File: src/sv/fys_pkg.sv
// ============================================================================
// fys_pkg
// Shared types and codes for the shuffle engine: request and result payloads,
// operation and status codes, and the request bundle of the shared divider.
// ============================================================================
`default_nettype none

package fys_pkg;

    // Width of the random word and of the divider datapath
    localparam int unsigned DIV_W = 32;

    // Operation codes carried in a request
    localparam logic [1:0] OP_LOAD = 2'd0;
    localparam logic [1:0] OP_RAND = 2'd1;
    localparam logic [1:0] OP_READ = 2'd2;

    // Result status codes
    localparam logic [2:0] STAT_LOADED   = 3'd0;
    localparam logic [2:0] STAT_STEP     = 3'd1;
    localparam logic [2:0] STAT_REJECT   = 3'd2;
    localparam logic [2:0] STAT_DONE     = 3'd3;
    localparam logic [2:0] STAT_DATA     = 3'd4;
    localparam logic [2:0] STAT_IGNORED  = 3'd5;
    localparam logic [2:0] STAT_OVERFLOW = 3'd6;

    // Request payload
    typedef struct packed {
        logic [1:0]  op;
        logic [31:0] elem_value;
        logic        is_last;
        logic [31:0] rand_word;
    } in_t;

    // Result payload
    typedef struct packed {
        logic [2:0]  status;
        logic [31:0] out_value;
        logic        out_last;
    } out_t;

    // Start bundle for the shared remainder unit
    typedef struct packed {
        logic             start;
        logic [DIV_W-1:0] dividend;
        logic [DIV_W-1:0] divisor;
    } div_req_t;

endpackage : fys_pkg

`default_nettype wire

File: src/sv/fys_div.sv
// ============================================================================
// fys_div
// Iterative restoring remainder unit: one quotient bit per cycle; done pulses
// for one cycle with the remainder held.
// ============================================================================
`default_nettype none

module fys_div (
    input  wire logic                     clk,
    input  wire logic                     rst_n,
    input  wire fys_pkg::div_req_t        req,
    output logic                          done,
    output logic [fys_pkg::DIV_W-1:0]     rem
);

    import fys_pkg::*;

    localparam int unsigned CNT_W = $clog2(DIV_W);

    logic             busy_reg, busy_next;
    logic             done_reg, done_next;
    logic [CNT_W-1:0] cnt_reg,  cnt_next;
    logic [DIV_W-1:0] dvd_reg,  dvd_next;
    logic [DIV_W-1:0] dsr_reg,  dsr_next;
    logic [DIV_W-1:0] rem_reg,  rem_next;

    logic [DIV_W:0]   shifted;
    logic [DIV_W+1:0] diff;

    // Trial subtract of the divisor from the partial remainder
    assign shifted = {rem_reg, dvd_reg[DIV_W-1]};
    assign diff    = {1'b0, shifted} - {2'b00, dsr_reg};

    always_comb
    begin
        busy_next = busy_reg;
        done_next = 1'b0;
        cnt_next  = cnt_reg;
        dvd_next  = dvd_reg;
        dsr_next  = dsr_reg;
        rem_next  = rem_reg;
        if (req.start)
        begin
            busy_next = 1'b1;
            cnt_next  = CNT_W'(DIV_W - 1);
            dvd_next  = req.dividend;
            dsr_next  = req.divisor;
            rem_next  = '0;
        end
        else if (busy_reg)
        begin
            // Keep the difference when it did not go negative
            rem_next = diff[DIV_W+1] ? shifted[DIV_W-1:0] : diff[DIV_W-1:0];
            dvd_next = {dvd_reg[DIV_W-2:0], 1'b0};
            cnt_next = cnt_reg - CNT_W'(1);
            if (cnt_reg == '0)
            begin
                busy_next = 1'b0;
                done_next = 1'b1;
            end
        end
    end

    // Control registers
    always_ff @(posedge clk or negedge rst_n)
    begin
        if (!rst_n)
        begin
            busy_reg <= 1'b0;
            done_reg <= 1'b0;
            cnt_reg  <= '0;
        end
        else
        begin
            busy_reg <= busy_next;
            done_reg <= done_next;
            cnt_reg  <= cnt_next;
        end
    end

    // Datapath registers
    always_ff @(posedge clk)
    begin
        dvd_reg <= dvd_next;
        dsr_reg <= dsr_next;
        rem_reg <= rem_next;
    end

    assign done = done_reg;
    assign rem  = rem_reg;

endmodule : fys_div

`default_nettype wire

File: config.mk
export PLATFORM = sky130hd
export DESIGN_NAME = fys_div
export DESIGN_NICKNAME = d
export VERILOG_FILES = /design/src/sv/fys_pkg.sv /design/src/sv/fys_div.sv
export SDC_FILE = /design/constraint.sdc
export NUM_CORES = 1
export LEC_CHECK = 0
export BUFFER_PORTS_ARGS = -buffer_cell sky130_fd_sc_hd__buf_2
export CORE_ASPECT_RATIO = 2
export CORE_UTILIZATION = 37
export DETAILED_ROUTE_END_ITERATION = 7
export GPL_TIMING_DRIVEN = 0
export PLACE_DENSITY = 0.61
export SYNTH_ARGS = -nofsm -noshare
export SYNTH_HDL_FRONTEND = slang
export SYNTH_SLANG_ARGS = --single-unit
export TNS_END_PERCENT = 30
File: constraint.sdc
create_clock -name clk -period 2.79 [get_ports clk]
set_input_delay 0 -clock clk [delete_from_list [all_inputs] [get_ports clk]]
set_output_delay 0 -clock clk [all_outputs]
set_load 0.01 [all_outputs]
# Yosys cells after proc, flatten, opt, wreduce, memory -nomap -nowiden
# Cells that the tools add are included.
[word_totals] rom_bits=0 latch_bits=0 out_inout_bits=33 ff_bits=103 memories=0 mem_bits_rw=0
[op_classes] n_reduce_logical=2 n_eq_ne=0 mul=0 n_div=0 shifts=0 bitwise_logic=0 mux=11 addsub=2 n_lt_le_gt_ge=0
[ops] operator="$mux W32" n=3
[ops] operator="$sub A33 B32 Y34" n=1
[ops] operator="$mux W5" n=2
[ops] operator="$mux W1" n=6
[ops] operator="$logic_not A5 Y1" n=1
[ops] operator="$sub A5 B1 Y5 const B" n=1
[ops] operator="$reduce_bool A2 Y1" n=1

# Longest topological paths before layout
# Gate-level depths: netlist of the first run.
[depth] depth_word=4 mapped_depth=13 mapped_depth_nobuf=12

# Least setup slack after synthesis of the first run
# OpenSTA, ideal clock, no wires.
[synth_path] kind="flip-flop to flip-flop" from="reg rem_reg[10], in the netlist rem[10]" to="reg rem_reg[20], in the netlist rem[20]" arrival_ns=2.399 stages_incl_launch_ff=13 period_less_slack_ns=2.486 setup_slack_ns=0.304 n_path_buf=2 path_cell_list="dfxtp_1 ha_1 buf_2 o211ai_2 a21oi_2 a21oi_1 a211oi_2 a21oi_2 o31ai_4 buf_6 nor2_1 a211o_1 o31ai_1"
[synth_between] elab_chain_cells=2
[synth_lines] element="start, declared" line_no="fys_div.sv:25" source="logic [DIV_W-1:0] rem_reg, rem_next;"
[synth_lines] element="start signal, assigned" line_no="fys_div.sv:86" source="rem_reg <= rem_next;"
[synth_lines] element="$sub A33 B32 Y34" line_no="fys_div.sv:32" source="assign diff = {1'b0, shifted} - {2'b00, dsr_reg};"
[synth_lines] element="$mux W32" line_no="fys_div.sv:53" source="rem_next = diff[DIV_W+1] ? shifted[DIV_W-1:0] : diff[DIV_W-1:0];"
# Every way passes these cells.
# A chain may end at the register's enable or synchronous reset.

# Worst setup path after layout of the first run
[layout_path] from="reg dsr_reg[11]" to="reg rem_reg[25], in the netlist rem[25]"
[layout_between] elab_chain_cells=2
[layout_lines] element="start, declared" line_no="fys_div.sv:24" source="logic [DIV_W-1:0] dsr_reg, dsr_next;"
[layout_lines] element="start signal, assigned" line_no="fys_div.sv:85" source="dsr_reg <= dsr_next;"
[layout_lines] element="$sub A33 B32 Y34" line_no="fys_div.sv:32"
[layout_lines] element="$mux W32" line_no="fys_div.sv:53"
# Every way passes these cells.

==> results of run 1 <==
cell families (layout without fill, tap and decap cells):
logic type,after synthesis,after routing,synth area share [%]
adder cells (fa/ha/maj),35,35,7.55
AO/OA/AOI/OAI,147,147,16.4
flip-flops,103,103,46.4
AND/OR/NAND/NOR,142,142,11.5
multiplexers,49,49,8.99
buffers and inverters,70,259,4.88
XOR/XNOR,29,29,4.31
worst min path at each step:
stage / slack, ns / startpoint / cells past startpoint / endpoint
after detailed placement: -0.16 / rst_n / 1 / done$_DFF_PN0_
final: -0.001 / rst_n / 2 / done$_DFF_PN0_
after global routing: 0.008 / rst_n / 2 / done$_DFF_PN0_
after floorplan: -0.30 / rst_n / 0 / busy_reg$_DFF_PN0_
after CTS: 0.004 / rst_n / 2 / done$_DFF_PN0_
after global placement: -0.16 / rst_n / 1 / done$_DFF_PN0_
routing by layer:
metal	wire (µm)	track usage (%)	part of all wire [%]
met1	5810	19.1	37
met2	8860	38.4	56
met3	519	3.04	3.3
met4	665	11.4	4.2
met5	0	0	0
repair_timing:
item,CTS,global route
endpoints found under the hold margin,71,0
setup buffers,4,7
endpoints found under the setup margin,31,31
hold buffers,65,0
resized for setup,7,44
pin swaps,2,17
cell usage in the layout, fill, tap and decap left out, types with 3 or more instances in the layout:
| master | Yosys | final |
|---|---|---|
| clkbuf_1 | 11 | 12 |
| nor3_2 | 1 | 3 |
| xor2_1 | 12 | 12 |
| a21o_1 | 12 | 12 |
| mux2i_1 | 17 | 15 |
| clkbuf_16 | 0 | 9 |
| a21oi_2 | 2 | 7 |
| o21ai_2 | 0 | 3 |
| o21ai_0 | 18 | 14 |
| nand2b_1 | 20 | 20 |
| edfxtp_1 | 64 | 64 |
| dfrtp_1 | 7 | 7 |
| mux2_2 | 32 | 32 |
| dlygate4sd3_1 | 0 | 65 |
| and3_1 | 5 | 4 |
| nand2_1 | 35 | 35 |
| nor2_1 | 48 | 47 |
| a31oi_1 | 5 | 4 |
| ha_1 | 34 | 29 |
| and2_1 | 3 | 3 |
| a211oi_2 | 2 | 4 |
| o21ai_1 | 10 | 11 |
| a211oi_1 | 19 | 16 |
| buf_2 | 8 | 103 |
| nor3_1 | 7 | 5 |
| nand3_1 | 8 | 8 |
| ha_4 | 0 | 3 |
| buf_1 | 3 | 3 |
| o31ai_1 | 4 | 3 |
| buf_4 | 0 | 11 |
| o211ai_1 | 6 | 6 |
| dfxtp_1 | 32 | 31 |
| a21oi_1 | 47 | 42 |
| xnor2_1 | 17 | 17 |
| inv_1 | 46 | 45 |
| o21a_1 | 5 | 5 |
| buf_6 | 2 | 4 |
power groups by stage:
stage               clock network, W  registers, W  logic (W)
floorplan                          0       0.00219    0.00211
global placement                   0       0.00216    0.00293
detailed placement                 0       0.00217    0.00297
CTS                          0.00122       0.00214    0.00313
global route                 0.00125       0.00219    0.00376
finish                       0.00118       0.00215    0.00344
layout make-up:
type                       count  area, µm²
fill                        1423       7860
multi-input combinational    402       3020
sequential                   103       2740
timing repair buffer         175       1230
tap                          201        251
clock buffer                  12        236
inverter                      46        173
buffer                        22        146
clock inverter                 4       32.5
through the flow:
step | power [W] | util [%] | setup WS, ns
after floorplan | 0.00430 | - | 0.304
after global placement | 0.00509 | 42.3 | -0.196
after detailed placement | 0.00513 | 42.3 | -0.233
after CTS | 0.00648 | 48.5 | 0.0141
after global routing | 0.00720 | 49.9 | -0.0715
final | 0.00677 | 49.9 | 0.0763
==> summary.txt, run 1 <==
Global route
  • Largest net degree at the start of global routing: 34
  • GRT overflow: 0
  • Vias in the first global route: 5194
  • First-pass GRT wire length: 25.2 mm
  • Total GRT Usage: 19.7%
  • Initial antenna violation count: 0

Worst setup path
  • Startpoint Class: flop
  • Reg2Reg Setup Slack: 0.08 ns
  • Path depth of the worst reg2reg path: 14
  • Worst Path Required: 3.00 ns
  • Critical-path top delay cell: edfxtp_1
  • Worst path max stage delay: 0.37 ns
  • Critical Path Stages: 14
  • Critical path origin: dsr_reg[11]$_DFFE_PP_
  • Reg2reg start: dsr_reg[11]$_DFFE_PP_
  • Delay-heaviest family, CP: compound AO/OA/AOI/OAI gates
  • Reg2reg end: rem[25]$_SDFFE_PP0P_
  • Crit Path Class: flop to flop
  • Worst Path Buf+Inv: 4
  • Worst setup path endpoint: rem[25]$_SDFFE_PP0P_
  • Max Fanout on Critical Path: 8
  • CP Capture Type: flop
  • CP Cell Sequence: inv_2 > ha_4 > buf_6 > a211oi_4 > nand2_1 > nor3_2 > a211oi_2 > buf_4 > buf_4 > a41oi_1 > xnor2_1 > nand2_1 > o21ai_1 > a211oi_2
  • CP arrival: 2.92 ns

Logic synthesis
  • Mapped Cells: 575
  • Mean Syn Cell Area: 10.3 µm²
  • Asr flop ratio synth: 6.80%
  • Post-synth top area share: 32.6%
  • Cell taking the most area after synthesis: edfxtp_1
  • Seq/Total Area, Yosys: 46.4%
  • Register bit count reported by yosys: 103
  • Ys Warns: 0
  • Post-synthesis cell type count: 60
  • Synthesized area: 5900 µm²
  • Leading cell types by count after synthesis: 64 x edfxtp_1, 48 x nor2_1, 47 x a21oi_1
  • Top FF cell, synth: edfxtp_1
  • Post-synth EDFFs: 64
  • Synth top area cells: edfxtp_1 33%, dfxtp_1 11%, ha_1 7.2%
  • Most frequent cell after synthesis: edfxtp_1
  • Syn_nets: 677

STA
  • Final Max Tran Viols: 0
  • Final setup viols: 0
  • Rel. slew slack: 44.7%
  • Fmax: 369 MHz
  • Hold WS: -0.00117 ns
  • Slew @ Worst Pin: 0.829 ns
  • Final Cycle Share: 97.3%
  • Clock Skew: 0.0123 ns
  • Setup_tns: 0 ns
  • Hold Fails Final Rpt: 1
  • Unrepaired setup endpoints after global routing: yes
  • Minimum clock period: 2.71 ns

Drt
  • Post-route ant nets: 0
  • # DRC: 0
  • Routed length per instance: 16.4 µm
  • Via/cell ratio: 5.11
  • First DRT Iteration DRCs: 127
  • DRT Pass-1 Iters: 4
  • Vias: 4929
  • WL final: 15.9 mm

Finish
  • Final Non-Filler Cells: 965
  • Area grow syn2layout: 32.8%
  • Design area: 7830 µm²
  • Layout cells sized above 1: 26.8%
  • # diodes: 0
  • Nets@finish: 861

Pwr
  • Switching share of power: 38.8%
  • Static Leak: 3.35 nW
  • P_sw: 0.00263 W
  • Comb power frac: 50.8%
  • Internal power: 0.00415 W
  • Worst vdd ir: 0.000542 V
  • Reg power frac: 31.7%
  • PD cells: 865 nW/µm²
  • Clock Power Share: 17.5%

Clocking
  • Max clock buf depth: 2
  • CTS tree: built
  • Clock buffer count from CTS: 9
  • Skew-Pair Late Insertion Delay: 0.35 ns
  • H-tree levels: 3
  • Root buffer cell: clkbuf_16
  • Clk slew on worst S/H paths: 0.07 ns
  • Clock net sink count: 103

Die
  • Starting Density: 37.6%
  • I/O pin total: 100
  • Rows: 65
  • Core outline area: 15700 µm²
  • Die height: 181 µm
  • Die width: 91.3 µm
  • Total die area: 16500 µm²

Hold path
  • Hold crit path type: input pin to asynchronous set/reset pin

Placed design
  • Dpl cell area: 6650 µm²
  • Hpwl dp: 11.5 mm
  • Cells after DPL: 875
  • I/O Buffers: 99
  • GPL Wtd Cong: 0.879

Job
  • Max cap viols: 0

Status
  • Failing checks: negative hold slack
  • Status: finished, violations left
No activity file was read; power rests on OpenSTA's default activity.
==> run 2: changes to the inputs <==
REMOVE_ABC_BUFFERS = 1   (was default)
==> run 2 against run 1 <==
  * The run now ends clean
  * Final cell count shrank 2.3%
  * Register-to-register slack barely moved
  * Clock-buffer cell count is 3 lower
  * Non-clock buffer count decreased by 22
  * Sequential power about the same
  * Global-route usage is 1.5 points lower
  * Clock power rose by 9%
  * Design area up 1.1%
  * Sequential share of layout area shrank 0.37 points
  * Largest cell class unchanged
  * Largest power group unchanged
  * Highest routed layer unchanged
==> summary.txt, run 2 (same netlist as run 1, synthesis figures left out) <==
Status
  • Status: complete, no violations

Pwr
  • Static Leak: 3.33 nW
  • PD cells: 873 nW/µm²
  • Worst vdd ir: 0.000401 V

Worst setup path
  • CP arrival: 2.98 ns
  • Worst Path Required: 3.06 ns
  • CP Capture Type: flop
  • Reg2reg end: rem[16]$_SDFFE_PP0P_
  • CP Cell Sequence: ha_4 > fa_2 > nor2b_2 > o31a_1 > o21ai_1 > a21oi_2 > nor2_1 > o31ai_2 > xor2_1 > mux2i_1 > a211oi_1
  • Reg2reg start: dsr_reg[0]$_DFFE_PP_
  • Reg2Reg Setup Slack: 0.08 ns
  • Worst setup path endpoint: rem[16]$_SDFFE_PP0P_
  • Critical-path top delay cell: edfxtp_1
  • Startpoint Class: flop
  • Crit Path Class: flop to flop
  • Worst path max stage delay: 0.42 ns
  • Critical path origin: dsr_reg[0]$_DFFE_PP_
  • Path depth of the worst reg2reg path: 11
  • Max Fanout on Critical Path: 4

Drt
  • Vias: 4819
  • First DRT Iteration DRCs: 113
  • Via/cell ratio: 5.11
  • # DRC: 0
  • WL final: 14.7 mm
  • Post-route ant nets: 0
  • DRT Pass-1 Iters: 4
  • Routed length per instance: 15.6 µm

Clocking
  • Clk slew on worst S/H paths: 0.07 ns
  • CTS tree: built
  • H-tree levels: 3
  • Clock buffer count from CTS: 9
  • Max clock buf depth: 2
  • Root buffer cell: clkbuf_16
  • Skew-Pair Late Insertion Delay: 0.35 ns
  • Clock net sink count: 103

Global route
  • Largest net degree at the start of global routing: 60
  • GRT overflow: 0
  • Initial antenna violation count: 0
  • First-pass GRT wire length: 23.9 mm
  • Total GRT Usage: 18.3%
  • Vias in the first global route: 5146

Finish
  • # fillers: 1407
  • Layout cells sized above 1: 28.6%
  • Post-Route Utilization: 50.5%
  • # diodes: 0
  • Area grow syn2layout: 34.2%
  • Area occupied by registers: 2740 µm²
  • Nets@finish: 839
  • Commonest cells after routing, fill and taps aside: 98 x buf_2, 66 x dlygate4sd3_1, 64 x edfxtp_1
  • Area of the multi-input gates: 3130 µm²
  • Commonest non-fill, non-tap cell in the layout: buf_2

Die
  • I/O pin total: 100
  • Rows: 65
  • Core outline area: 15700 µm²
  • Total die area: 16500 µm²
  • Die width: 91.3 µm
  • Die height: 181 µm
  • Starting Density: 37.6%

STA
  • Clock Skew: 0.00936 ns
  • Fmax: 369 MHz
  • Hold Fails Final Rpt: 0
  • Minimum clock period: 2.71 ns
  • Hold WS: 0.216 ns
  • Unrepaired setup endpoints after global routing: yes
  • Final Cycle Share: 97.2%
  • Final Max Tran Viols: 0
  • Final setup viols: 0
  • Rel. slew slack: 47.1%
  • Slew @ Worst Pin: 0.789 ns

Hold path
  • Hold crit path type: input pin to flop

Placed design
  • I/O Buffers: 99
  • GPL Wtd Cong: 0.859
  • Hpwl dp: 10.3 mm

Job
  • Max cap viols: 0
[run 2: power breakdown]
| group | internal (W) | switching, W |
|---|---|---|
| logic | 0.00167 | 0.00181 |
| clock network | 0.000642 | 0.000644 |
| registers | 0.00190 | 0.000239 |
| total | 0.00422 | 0.00270 |
[run 2: how the worst min path moves through the flow]
| stage | start | to | slack, ns | cells after the start |
|---|---|---|---|---|
| after floorplan | rst_n | busy_reg$_DFF_PN0_ | -0.30 | 0 |
| after global placement | rst_n | done$_DFF_PN0_ | -0.16 | 1 |
| after detailed placement | rst_n | done$_DFF_PN0_ | -0.16 | 1 |
| after CTS | req[64] | rem[26]$_SDFFE_PP0P_ | 0.19 | 2 |
| after global routing | req[64] | rem[26]$_SDFFE_PP0P_ | 0.24 | 2 |
| final | req[64] | rem[26]$_SDFFE_PP0P_ | 0.22 | 2 |
[run 2: repair_timing]
item                                   in CTS  in global routing
setup endpoints to repair                  31                 29
gates resized for setup                    14                 46
hold buffers                               66                  0
pin swaps                                   3                 18
setup buffers                               4                  2
endpoints found under the hold margin      71                  0
[run 2: stage by stage]
| stage | worst slack, ns | total power [W] | setup TNS [ns] | cells | instance area [µm²] |
|---|---|---|---|---|---|
| floorplan | -0.553 | 0.00422 | -12.97 | 551 | 5780 |
| global placement | -1.53 | 0.00497 | -49.45 | 851 | 6530 |
| detailed placement | -0.547 | 0.00516 | -12.60 | 855 | 6630 |
| CTS | 0.00419 | 0.00669 | 0 | 941 | 7690 |
| global route | -0.0703 | 0.00739 | -0.617 | 943 | 7920 |
| finish | 0.0793 | 0.00691 | 0 | 943 | 7920 |
[run 2: layout make-up]
cell class | instances | share of cell area [%]
Multi-Input combinational cell | 402 | 39.6
Sequential cell | 103 | 34.6
Timing Repair Buffer | 175 | 16.6
Tap cell | 201 | 3.18
Clock buffer | 9 | 2.84
Inverter | 46 | 2.18
Clock inverter | 7 | 1.03
[run 2: layer usage]
layer	wire length, µm	global-route usage (%)	vias up
met5	0	0	-
met4	463	8.89	0
met3	455	3.16	28
met2	8300	35.6	99
met1	5490	18.1	2298
li1	-	-	2394
[run 2: critical path: cells and delay by family (launching register included)]
family                   cells  cell delay (ns)
AO/OA/AOI/OAI                5             1.08
adder cells (fa/ha/maj)      2             0.61
flip-flops                   1             0.42
AND/OR/NAND/NOR              2             0.26
XOR/XNOR                     1             0.17
multiplexers                 1             0.09
